`config.mk`:
```
export PLATFORM = sky130hd
export DESIGN_NAME = send_credit_window_core
export DESIGN_NICKNAME = d
export VERILOG_FILES = /design/src/scw_pkg.sv /design/src/send_credit_window_core.sv
export SDC_FILE = /design/constraint.sdc
export NUM_CORES = 1
export LEC_CHECK = 0
export ABC_CLOCK_PERIOD_IN_PS = 9100
export BUFFER_PORTS_ARGS = -buffer_cell sky130_fd_sc_hd__buf_4
export CAP_MARGIN = 20
export CORE_ASPECT_RATIO = 0.8
export CORE_MARGIN = 1.5
export CORE_UTILIZATION = 50
export CTS_CLUSTER_DIAMETER = 50
export DETAILED_ROUTE_END_ITERATION = 16
export GPL_TIMING_DRIVEN = 0
export HOLD_SLACK_MARGIN = 0.08
export PLACE_DENSITY = 0.69
export SLEW_MARGIN = 10
export SYNTH_ARGS = -nofsm -noshare
export SYNTH_HDL_FRONTEND = slang
export SYNTH_SLANG_ARGS = --single-unit
```
`constraint.sdc`:
```
create_clock -name clk -period 9.1 [get_ports clk]
set_input_delay 0 -clock clk [delete_from_list [all_inputs] [get_ports clk]]
set_output_delay 0 -clock clk [all_outputs]
set_load 0.05 [all_outputs]
```
`src/scw_pkg.sv`:
```
`timescale 1ns / 1ps
// ----------------------------------------------------------------------------
// scw_pkg
// Shared types and constants for the send credit window.
// ----------------------------------------------------------------------------
package scw_pkg;

	localparam int unsigned SLOT_COUNT_WIDTH_DEF = 16;

	localparam logic [7:0] CREDIT_FLAG_MASK = 8'h01;

	localparam logic [31:0] SERIAL_HALF = 32'h8000_0000;

	typedef logic [2:0] cmd_t;
	localparam cmd_t CMD_INIT     = 3'd0;
	localparam cmd_t CMD_ACQUIRE  = 3'd1;
	localparam cmd_t CMD_ABORT    = 3'd2;
	localparam cmd_t CMD_COMPLETE = 3'd3;
	localparam cmd_t CMD_REFRESH  = 3'd4;
	localparam cmd_t CMD_QUERY    = 3'd5;

	typedef logic [2:0] status_t;
	localparam status_t ST_OK             = 3'd0;
	localparam status_t ST_BAD_FLAGS      = 3'd1;
	localparam status_t ST_QUEUE_FULL     = 3'd2;
	localparam status_t ST_NO_CREDITS     = 3'd3;
	localparam status_t ST_NOTHING_POSTED = 3'd4;
	localparam status_t ST_NO_CREDIT_USED = 3'd5;

	typedef logic [0:0] cfg_idx_t;
	localparam cfg_idx_t CFG_QUEUE_DEPTH = 1'd0;
	localparam cfg_idx_t CFG_INIT_LIMIT  = 1'd1;

endpackage

```
`src/send_credit_window_core.sv`:
```
`timescale 1ns / 1ps
// ----------------------------------------------------------------------------
// send_credit_window_core
// Admission control for a send path against a local slot budget and a
// remote receive credit budget.
// ----------------------------------------------------------------------------
// Takes one command per cycle unless the output stalls, and returns exactly
// one result per command. A command is captured in an input register; its
// decision, the counter update and the result are then computed in one pass
// and the result lands in the output register, so throughput is one command
// per clock while the output does not stall. The posted count, credits used
// and credit limit close a loop from that pass through their registers back
// to itself, which is what allows each command to see the effect of the one
// before it. Write configuration only while no command is in flight.
module send_credit_window_core #(
	parameter int unsigned SLOT_COUNT_WIDTH = scw_pkg::SLOT_COUNT_WIDTH_DEF
) (
	input  logic                 clk,
	input  logic                 arst_n,
	input  logic                 in_valid,
	output logic                 in_stall,
	input  scw_pkg::cmd_t        cmd,
	input  logic [7:0]           flags,
	input  logic [31:0]          new_credit_limit,
	output logic                 out_valid,
	input  logic                 out_stall,
	output scw_pkg::status_t     status,
	output logic [15:0]          free_send_slots,
	output logic [31:0]          free_remote_credits,
	output logic [15:0]          available_for_flags,
	input  logic                 cfg_we,
	input  scw_pkg::cfg_idx_t    cfg_index,
	input  logic [31:0]          cfg_data
);
	import scw_pkg::*;

	localparam int unsigned SW = SLOT_COUNT_WIDTH;

	logic [15:0]   queue_depth_q;
	logic [31:0]   init_limit_q;
	logic [SW-1:0] posted_q;
	logic [31:0]   used_q;
	logic [31:0]   limit_q;

	logic          v_s1;
	cmd_t          cmd_s1;
	logic [7:0]    flags_s1;
	logic [31:0]   newlim_s1;

	logic          adv;
	logic          fire;

	logic [SW-1:0] depth;
	logic          flags_ok;
	logic          want_cr;
	logic          slots_zero;
	logic          creds_zero;
	status_t       st_d;
	logic [SW-1:0] posted_d;
	logic [31:0]   used_d;
	logic [31:0]   limit_d;
	logic [SW-1:0] slots_d;
	logic [31:0]   creds_d;
	logic [31:0]   slots_ext;
	logic [31:0]   avail_d;

	assign adv      = !out_valid || !out_stall;
	assign fire     = v_s1 && adv;
	assign in_stall = v_s1 && !adv;

	always_ff @(posedge clk or negedge arst_n) begin
		if (!arst_n) begin
			queue_depth_q <= 16'd1;
			init_limit_q  <= '0;
		end else if (cfg_we) begin
			case (cfg_index)
				CFG_QUEUE_DEPTH: queue_depth_q <= cfg_data[15:0];
				CFG_INIT_LIMIT:  init_limit_q  <= cfg_data;
				default:         ;
			endcase
		end
	end

	always_ff @(posedge clk or negedge arst_n) begin
		if (!arst_n) begin
			v_s1 <= 1'b0;
		end else if (!in_stall) begin
			v_s1 <= in_valid;
		end
	end

	always_ff @(posedge clk) begin
		if (!in_stall && in_valid) begin
			cmd_s1    <= cmd;
			flags_s1  <= flags;
			newlim_s1 <= new_credit_limit;
		end
	end

	assign depth      = SW'(queue_depth_q);
	assign flags_ok   = (flags_s1 & ~CREDIT_FLAG_MASK) == 8'd0;
	assign want_cr    = (flags_s1 & CREDIT_FLAG_MASK) != 8'd0;
	assign slots_zero = posted_q >= depth;
	assign creds_zero = limit_q == used_q;

	always_comb begin
		st_d     = ST_OK;
		posted_d = posted_q;
		used_d   = used_q;
		limit_d  = limit_q;
		case (cmd_s1)
			CMD_INIT: begin
				posted_d = '0;
				used_d   = '0;
				limit_d  = init_limit_q;
			end
			CMD_ACQUIRE: begin
				if (!flags_ok) begin
					st_d = ST_BAD_FLAGS;
				end else if (slots_zero) begin
					st_d = ST_QUEUE_FULL;
				end else if (want_cr && creds_zero) begin
					st_d = ST_NO_CREDITS;
				end else begin
					posted_d = posted_q + SW'(1);
					if (want_cr) begin
						used_d = used_q + 32'd1;
					end
				end
			end
			CMD_ABORT: begin
				if (!flags_ok) begin
					st_d = ST_BAD_FLAGS;
				end else if (posted_q == '0) begin
					st_d = ST_NOTHING_POSTED;
				end else if (want_cr && used_q == 32'd0) begin
					st_d = ST_NO_CREDIT_USED;
				end else begin
					posted_d = posted_q - SW'(1);
					if (want_cr) begin
						used_d = used_q - 32'd1;
					end
				end
			end
			CMD_COMPLETE: begin
				if (posted_q == '0) begin
					st_d = ST_NOTHING_POSTED;
				end else begin
					posted_d = posted_q - SW'(1);
				end
			end
			CMD_REFRESH: begin
				if ((newlim_s1 - limit_q) < SERIAL_HALF) begin
					limit_d = newlim_s1;
				end
			end
			default: ;
		endcase
	end

	assign slots_d   = (posted_d >= depth) ? '0 : depth - posted_d;
	assign creds_d   = limit_d - used_d;
	assign slots_ext = 32'(slots_d);

	always_comb begin
		if (!flags_ok) begin
			avail_d = '0;
		end else if (want_cr && creds_d < slots_ext) begin
			avail_d = creds_d;
		end else begin
			avail_d = slots_ext;
		end
	end

	always_ff @(posedge clk or negedge arst_n) begin
		if (!arst_n) begin
			posted_q <= '0;
			used_q   <= '0;
			limit_q  <= '0;
		end else if (fire) begin
			posted_q <= posted_d;
			used_q   <= used_d;
			limit_q  <= limit_d;
		end
	end

	always_ff @(posedge clk or negedge arst_n) begin
		if (!arst_n) begin
			out_valid <= 1'b0;
		end else if (adv) begin
			out_valid <= v_s1;
		end
	end

	always_ff @(posedge clk) begin
		if (fire) begin
			status              <= st_d;
			free_send_slots     <= slots_ext[15:0];
			free_remote_credits <= creds_d;
			available_for_flags <= avail_d[15:0];
		end
	end

	a_posted_step: assert property (@(posedge clk) disable iff (!arst_n)
		posted_q != $past(posted_q) |->
			(posted_q == $past(posted_q) + SW'(1)) ||
			(posted_q == $past(posted_q) - SW'(1)) ||
			(posted_q == '0))
		else $error("posted count moved by more than one");

	a_acquire_ok: assert property (@(posedge clk) disable iff (!arst_n)
		fire && cmd_s1 == CMD_ACQUIRE && st_d == ST_OK |=>
			posted_q == $past(posted_q) + SW'(1))
		else $error("granted acquire did not take a slot");

	a_limit_src: assert property (@(posedge clk) disable iff (!arst_n)
		limit_q != $past(limit_q) |->
			$past(fire) && ($past(cmd_s1) == CMD_INIT || $past(cmd_s1) == CMD_REFRESH))
		else $error("credit limit changed without init or refresh");

	a_result_src: assert property (@(posedge clk) disable iff (!arst_n)
		$rose(out_valid) |-> $past(fire))
		else $error("result appeared without a command");

	a_stall_full: assert property (@(posedge clk) disable iff (!arst_n)
		in_stall |-> v_s1 && out_valid && out_stall)
		else $error("input stalled with room in the pipeline");

endmodule

```
Word-level counts from Yosys, hierarchy flattened
Cells that the tools add are included.

storage, ports and cells
  register bits = 240
  input port bits = 81

cells by class
  add/subtract/negate cells = 7
  order comparisons = 4
  equal/unequal tests = 5
  mux-type cells = 29
  bitwise gates (word level) = 1
  reduce and logical (&&, ||, !) cells = 17

operators by type and width
  operator                 number
  $mux W32                 9
  $mux W16                 9
  $pmux W32 S3             1
  $pmux W16 S4             1
  $pmux W32 S2             1
  $sub A32 B32 Y32         2
  $add A32 B1 Y32 const B  1
  $eq A32 B32 Y1           1
  $ge A16 B16 Y1           2
  $logic_not A32 Y1        1
  $lt A32 B16 Y1           1
  $lt A32 B32 Y1 const B   1
  $sub A32 B1 Y32 const B  1
  $add A16 B1 Y16 const B  1
  $logic_not A16 Y1        1
  $sub A16 B1 Y16 const B  1
  $sub A16 B16 Y16         1
  $mux W3                  4
  $pmux W3 S3              1
  $logic_not A8 Y1         1
  $eq A3 B2 Y1 const B     2
  $logic_and A1 B1 Y1      6
  $mux W2                  3
  $logic_not A1 Y1         4
  other kinds (6)          7

Logic depth before layout (Yosys ltp)
Gate-level depths: netlist of run 1.

  depth after elaboration = 11
  mapped depth = 37
  mapped depth without buffers = 35

Worst setup path before layout of run 1
Ideal clock, no wire load.

  path kind = register to register
  from = register used_q[25]
  to = register available_for_flags[7] (data pin)
  arrival time = 7967 ps
  required time = 8830 ps
  setup slack = 863 ps
  cell stages (with the launch flop) = 36
  buffers on the path = 4
  path through = dfrtp_1 buf_6 or4_4 or4_4 nor4_1 a21oi_1 o21a_1 clkbuf_1 nand2_1 clkbuf_1 nor3_1 a21oi_1 o22ai_1 a21oi_1 ha_1 a21oi_1 o211ai_1 a221oi_1 nor2_1 or3b_2 o31ai_1 clkbuf_1 nor2_1 inv_1 ha_1 a21o_1 a21oi_1 o22ai_1 o21ai_0 o211ai_1 a2111o_1 or4_1 a2111oi_0 o2111ai_1 o21ai_0 a21oi_1

on the way
  word-level cells in the longest chain between the ends = 11
  elaborated cells between the ends (all ways) = 29

RTL lines
  item                                                        line                                                            text
  start, declared                                             send_credit_window_core.sv:42                                   logic [31:0] used_q;
  start signal, assigned                                      send_credit_window_core.sv:182                                  used_q <= used_d;
  $eq A32 B32 Y1 / $logic_not A32 Y1 (equally long branches)  send_credit_window_core.sv:104, send_credit_window_core.sv:136
  $logic_and A1 B1 Y1 (on tied branches)                      send_credit_window_core.sv:122, send_credit_window_core.sv:136
  $mux W16 (on tied branches)                                 send_credit_window_core.sv:122, send_credit_window_core.sv:136
  $mux W16 (on tied branches)                                 send_credit_window_core.sv:120, send_credit_window_core.sv:134
  $mux W16 (on tied branches)                                 send_credit_window_core.sv:118, send_credit_window_core.sv:132
  $pmux W16 S4 *                                              send_credit_window_core.sv:111                                  case (cmd_s1)
  $sub A16 B16 Y16 / $ge A16 B16 Y1 (equally long branches)   send_credit_window_core.sv:161                                  assign slots_d = (posted_d >= depth) ? '0 : depth - posted_d;
  $mux W16 *                                                  send_credit_window_core.sv:161
  named net slots_d[5]                                        send_credit_window_core.sv:62                                   logic [SW-1:0] slots_d;
  $lt A32 B16 Y1 *                                            send_credit_window_core.sv:168                                  end else if (want_cr && creds_d < slots_ext) begin
  $logic_and A1 B1 Y1 *                                       send_credit_window_core.sv:168
  $mux W16 *                                                  send_credit_window_core.sv:168
  end signal, assigned                                        send_credit_window_core.sv:200                                  available_for_flags <= avail_d[15:0];
  end, declared                                               send_credit_window_core.sv:30                                   output logic [15:0] available_for_flags,

The timed path passes the listed nets; every way through them passes the cells marked *.
A chain may end at the register's enable or synchronous reset.

Worst setup path after layout of run 1
  from = register posted_q[5]
  to = register available_for_flags[13] (data pin)

on the way
  elaborated cells between the ends (all ways) = 24

RTL lines
  item                                                        line                                                            text
  start, declared                                             send_credit_window_core.sv:41                                   logic [SW-1:0] posted_q;
  start signal, assigned                                      send_credit_window_core.sv:181                                  posted_q <= posted_d;
  $ge A16 B16 Y1 / $logic_not A16 Y1 (equally long branches)  send_credit_window_core.sv:103, send_credit_window_core.sv:134
  $mux W32 (on tied branches)                                 send_credit_window_core.sv:120, send_credit_window_core.sv:134
  $mux W32 (on tied branches)                                 send_credit_window_core.sv:118, send_credit_window_core.sv:132
  $pmux W32 S3 *                                              send_credit_window_core.sv:111
  $sub A32 B32 Y32 *                                          send_credit_window_core.sv:162                                  assign creds_d = limit_d - used_d;
  named net creds_d[15]                                       send_credit_window_core.sv:63                                   logic [31:0] creds_d;
  $lt A32 B16 Y1 *                                            send_credit_window_core.sv:168
  $logic_and A1 B1 Y1 *                                       send_credit_window_core.sv:168
  $mux W16 *                                                  send_credit_window_core.sv:168

Marked as above.

==> results of run 1 <==
## cell type report
type	instances	area share, %
tap	434	2.544
inverter	103	1.812
sequential	240	30.73
timing repair buffer	283	11.58
multi-input combinational	1436	45.74
buffer	119	2.445
clock inverter	17	0.9556
clock buffer	41	4.192
## cells by family after synthesis
logic type,synth area share [%]
buffers and inverters,5.271
flip-flops,38.58
adder cells (fa/ha/maj),8.627
AND/OR/NAND/NOR,18.01
XOR/XNOR,3.813
AO/OA/AOI/OAI,20.75
multiplexers,4.947
## per-layer routing
metal	global-route usage (%)	wire length [µm]	share of wire, %	up-vias
li1	-	-	-	7713
met1	50.23	28210	43	8090
met2	54.71	27480	42	911
met3	12.29	7567	11	156
met4	14.49	2673	4.1	4
met5	0	29	0.044	-
## worst paths after layout
kind,from,endpoint,slack [ns],cells past startpoint
max in group asynchronous,arst_n,used_q[28]$_DFFE_PN0P_,8.18,4
setup / recovery,posted_q[5]$_DFFE_PN0P_,available_for_flags[13]$_SDFFCE_PN0P_,0.24,30
setup reg to reg,posted_q[5]$_DFFE_PN0P_,available_for_flags[13]$_SDFFCE_PN0P_,0.24,30
hold / removal,flags[3],flags_s1[3]$_DFFE_PP_,0.13,2
min in group asynchronous,arst_n,depth[0]$_DFFE_PN1P_,0.51,3
hold reg to reg,init_limit_q[15]$_DFFE_PN0P_,init_limit_q[15]$_DFFE_PN0P_,0.51,1
## state kept, by name, indices dropped and copies added, names as in the netlist, 3 cells and up
| register | cells |
|---|---|
| available_for_flags | 16 |
| cmd_s1 | 3 |
| depth | 16 |
| flags_s1 | 8 |
| free_remote_credits | 32 |
| free_send_slots | 16 |
| init_limit_q | 32 |
| limit_q | 32 |
| newlim_s1 | 32 |
| posted_q | 16 |
| status | 3 |
| used_q | 32 |
## power groups by stage
stage	Combinational (W)	Clock, W	Sequential [W]
floorplan	0.00278	0	0.00205
detailed placement	0.00442	0	0.00177
global route	0.00515	0.00133	0.00179
finish	0.00474	0.00128	0.00177
global placement	0.00432	0	0.00176
CTS	0.00455	0.00129	0.00175
## placed cells by master, fill, tap and decap left out, types with 16 or more instances in the layout
cell / instances
a211oi_1: 16
a21o_1: 23
a21oi_1: 127
a31oi_1: 18
and3_1: 16
buf_4: 172
clkbuf_1: 95
clkbuf_16: 32
dfrtp_1: 128
dlygate4sd3_1: 109
edfxtp_1: 110
ha_1: 114
inv_1: 102
mux2_2: 72
nand2_1: 183
nand2b_1: 16
nand3_1: 46
nand4_1: 47
nor2_1: 125
nor2b_1: 17
nor3_1: 58
nor4_1: 20
o21a_1: 22
o21ai_0: 154
o22ai_1: 39
xnor2_1: 58
## stage by stage
step           hold slack [ns]  util [%]
5_1_grt                 0.1210     63.60
2_1_floorplan          -0.2956         -
4_1_cts                0.09320     62.95
3_5_place_dp           0.02353     55.97
3_3_place_gp            0.1783     55.60
6_report                0.1255     63.60
## what timing repair did
item / in CTS / in global routing
hold buffers: 110 / 0
pin swaps: 4 / 9
endpoints found under the hold margin: 232 / 0
setup endpoints to repair: 16 / 16
buffers inserted: 5 / 13
gates resized for setup: 21 / 38
==> flow_metrics.tcl, run 1 <==
set metrics [dict create \
    powerDensity_nw_per_um2 365.0 \
    area_growth_pct 25.56 \
    clock_path_buffers 3 \
    syn_area_um2 17000 \
    crit_buf_inv 3 \
    dp_hpwl_um 49160 \
    fin_crit_ns 8.859 \
    netlist_top_cells_count "nand2_1, o21ai_0, a21oi_1" \
    p_int_w 0.003950 \
    finalCritPeriodShare_pct 97.35 \
    clock_skew_ns 0.01511 \
    max_freq_ghz 0.1129 \
    dpl-instance-area_um2 18780 \
    total_power_w 0.007790 \
    grt_max_degree 75 \
    drv_cap 0 \
    synthCells 1900 \
    drc_errors 0 \
    setup_slack_ns 0.2407 \
    synth_ff_type "dfrtp_1" \
    final-hold-violation-count 0 \
    clk_pin_slew_ns 0.06 \
    num_vias 16870 \
    synth_most_common_cell "nand2_1" \
    async_flop_share_pct 54.17 \
    initial_utilization_pct 50.65 \
    tns_ns 0 \
    coreArea_um2 33560 \
    p_seq_share_pct 22.7 \
    clock_power_share_pct 16.4 \
    ir_worst_vdd_mv 0.1998 \
    pin_count 150 \
    clock_latency_ns 0.60 \
    grt_use_total_pct 37.06 \
    nets 2411 \
    port_buffers 149 \
    seq_area_frac_synth_pct 38.58 \
    crit_arrival_ns 9.28 \
    slew_violations 0 \
    syn_area_per_cell_um2 8.946 \
    cp_slowest_stage_delay_ns 0.76 \
    worst_pin_slew_ns 1.071 \
    crit_required_ns 9.52 \
    clock-sinks 240 \
    cts_tree "done" \
    die_x_um 209.1 \
    h-tree-depth 1 \
    combPwrFrac_pct 60.9 \
    setup_viol 0 \
    finalInstanceArea_um2 21340 \
    yosysTopAreaCell "edfxtp_1" \
    p_leak_nw 8.587 \
    dp.cells 2489 \
    dr.pass1.iters 8 \
    post-place-ws_ns -1.548 \
    num_rows 60 \
    seq_area_um2 6559 \
    drt_iter0_markers 1674 \
    drive_gt1_share_pct 17.24 \
    fill_cells 2771 \
    dieArea_um2 35120 \
    grt_pass1_wl_um 98330 \
    antenna_found_initial 1 \
    crit_slowest_cell "a221oi_1" \
    hold_path_class "input pin to flop" \
    grt_pass1_vias 16200 \
    cpLargestDelayFamily "compound AO/OA/AOI/OAI gates" \
    grt_overflow 0 \
    outcome "finished, final reports clean" \
    cts_root_buffer "clkbuf_16" \
    yosys.cell_types.count 83 \
    diodes 0 \
    switching_power_w 0.003840 \
    gp_congestion 1.010 \
    post_drt_via_cell_ratio 6.313 \
    die_h_um 167.9 \
    yosys_register_bits 240 \
    wl_per_cell_um 24.68 \
    multi_input_area_um2 9762 \
    relSlewSlack_pct 28.07 \
    yosysWarningCount 0 \
    synth_edf_count 110 \
    route.final.wire_length_um 65960 \
    crit_type "flop to flop" \
    crit_path_start_kind "flop" \
    drtAntennaViolNets 0 \
    synth_top_area_share_pct 19.43 \
    layout.cells.non_filler 2673 \
    end_kind "flop" \
    synthTopCellsByArea "edfxtp_1, dfrtp_1, ha_1" \
    synthesis.nets 2097 \
    critical_path.max_fanout 9 \
    cts_buffers 31 \
    p_sw_share_pct 49.29 \
]
Note: power is estimated with default switching activity, not from simulation.
==> run 2: changes to the inputs <==
--- a/config.mk
+++ b/config.mk
@@ -16,6 +16,7 @@
 export GPL_TIMING_DRIVEN = 0
 export HOLD_SLACK_MARGIN = 0.08
 export PLACE_DENSITY = 0.69
+export RECOVER_POWER = 50
 export SLEW_MARGIN = 10
 export SYNTH_ARGS = -nofsm -noshare
 export SYNTH_HDL_FRONTEND = slang
==> run 2 against run 1 <==
The flow now finishes with violations (capacitance limit, slew limit). Worst setup slack better by 0.080 ns. Critical endpoint unchanged. Maximum frequency up 0.91%. Via count down 0.10%.
==> flow_metrics.tcl, run 2 (synthesized netlist as in run 1, its figures left out) <==
set metrics [dict create \
    cts_root_buffer "clkbuf_16" \
    drc_errors 0 \
    grt_use_total_pct 37.06 \
    drive_gt1_share_pct 13.93 \
    total_power_w 0.007697 \
    p_seq_share_pct 22.9 \
    clock_skew_ns 0.01837 \
    crit_type "flop to flop" \
    p_sw_share_pct 49.87 \
    clock_path_buffers 3 \
    cp_slowest_stage_delay_ns 0.70 \
    route.final.wire_length_um 65850 \
    ir_worst_vdd_mv 0.1994 \
    powerDensity_nw_per_um2 366.1 \
    timing.rr.start "posted_q[5]$_DFFE_PN0P_" \
    whs_ns 0.1378 \
    num_vias 16860 \
    crit_required_ns 9.52 \
    relSlewSlack_pct -173.6 \
    initial_utilization_pct 50.65 \
    critical_path.max_fanout 9 \
    grt_max_degree 75 \
    wl_per_cell_um 24.64 \
    slew_violations 131 \
    worst_pin_slew_ns 4.103 \
    drv_cap 2 \
    layout.cells.non_filler 2673 \
    outcome "finished, violations left" \
    grt_overflow 0 \
    num_rows 60 \
    dp.cells 2489 \
    crit_arrival_ns 9.20 \
    seq_area_um2 6559 \
    violations "capacitance limit, slew limit" \
    fin_crit_ns 8.779 \
    combPwrFrac_pct 60.4 \
    hp-start "cfg_we" \
    clock-sinks 240 \
    final-hold-violation-count 0 \
    final_cell_mix "nand2_1, clkbuf_1, o21ai_0, dfrtp_1, a21oi_1" \
    cp-startpoint "posted_q[5]$_DFFE_PN0P_" \
    cts_buffers 31 \
    port_buffers 149 \
    clock_latency_ns 0.60 \
    max_freq_ghz 0.1139 \
    diodes 0 \
    gp_congestion 1.010 \
    dr.pass1.iters 8 \
    fill_cells 2837 \
    clock_power_share_pct 16.6 \
    switching_power_w 0.003838 \
    crit_path_start_kind "flop" \
    finalCritPeriodShare_pct 96.48 \
    nets 2411 \
    coreArea_um2 33560 \
    h-tree-depth 1 \
    antenna_found_initial 1 \
    clk_pin_slew_ns 0.06 \
    area_growth_pct 23.68 \
    dp_hpwl_um 49160 \
    grt_pass1_wl_um 98330 \
    tns_ns 0 \
    p_leak_nw 8.291 \
    cts_tree "done" \
    multi_input_area_um2 9761 \
    drtAntennaViolNets 0 \
    p_int_w 0.003859 \
    setup_viol 0 \
    end_kind "flop" \
    drt_iter0_markers 1665 \
    pin_count 150 \
    grt_pass1_vias 16200 \
    die_h_um 167.9 \
    layout_commonest_cell "nand2_1" \
    crit_slowest_cell "a221oi_1" \
    dieArea_um2 35120 \
    hold_path_class "input pin to flop" \
    post_drt_via_cell_ratio 6.306 \
    die_x_um 209.1 \
]
-- run 2: final cells by class --
type / instances / share of cell area [%]
Multi-Input combinational cell: 1436 / 46.43
Sequential cell: 240 / 31.20
Timing Repair Buffer: 283 / 10.24
Clock buffer: 41 / 4.255
Tap cell: 434 / 2.583
Buffer: 119 / 2.482
Inverter: 103 / 1.839
Clock inverter: 17 / 0.9701
-- run 2: path summary, 6_finish.rpt --
| check | endpoint | slack (ns) | cells past startpoint |
|---|---|---|---|
| worst max-delay path | available_for_flags[13]$_SDFFCE_PN0P_ | 0.32 | 30 |
| worst max register to register | available_for_flags[13]$_SDFFCE_PN0P_ | 0.32 | 30 |
| worst min-delay path | depth[15]$_DFFE_PN0P_ | 0.14 | 4 |
| min in group asynchronous | depth[0]$_DFFE_PN1P_ | 0.59 | 3 |
| worst min register to register | init_limit_q[15]$_DFFE_PN0P_ | 0.51 | 1 |
| max in group asynchronous | used_q[17]$_DFFE_PN0P_ | 4.53 | 4 |
-- run 2: power groups by stage --
stage	combinational, W	sequential, W	clock, W
after floorplan	0.00278	0.00205	0
after global placement	0.00432	0.00176	0
after detailed placement	0.00442	0.00177	0
after CTS	0.00455	0.00175	0.00129
after global routing	0.00506	0.00179	0.00133
final	0.00465	0.00177	0.00128
-- run 2: repair_timing --
action | CTS | global route
gates resized for setup | 21 | 38
hold buffers | 110 | 0
pin swaps | 4 | 9
buffers inserted | 5 | 13
endpoints found under the hold margin | 232 | 0
cloned | 0 | 0
endpoints found under the setup margin | 16 | 16
-- run 2: metrics by stage --
| step | instance area [µm²] | util, % | worst slack [ns] |
|---|---|---|---|
| after floorplan | 17000 | - | 0.8626 |
| after global placement | 18660 | 55.60 | -1.487 |
| after detailed placement | 18780 | 55.97 | -1.548 |
| after CTS | 21120 | 62.95 | 0.005623 |
| after global routing | 21020 | 62.65 | -0.03708 |
| final | 21020 | 62.65 | 0.3206 |
-- run 2: layer usage --
| layer | up-vias | global-route usage (%) | wire, µm |
|---|---|---|---|
| li1 | 7718 | - | - |
| met3 | 158 | 12.29 | 7677 |
| met5 | - | 0 | 29 |
| met1 | 8061 | 50.23 | 28160 |
| met4 | 4 | 14.49 | 2744 |
| met2 | 916 | 54.71 | 27240 |
-- run 2: critical path, delay by kind of cell (launching register included) --
family,cells,cell delay [ns]
xor+xnor,2,0.45
buf+inv,3,0.60
simple gates,8,2.10
flops,1,0.49
compound gates,14,3.80
fa+ha+maj,3,1.16
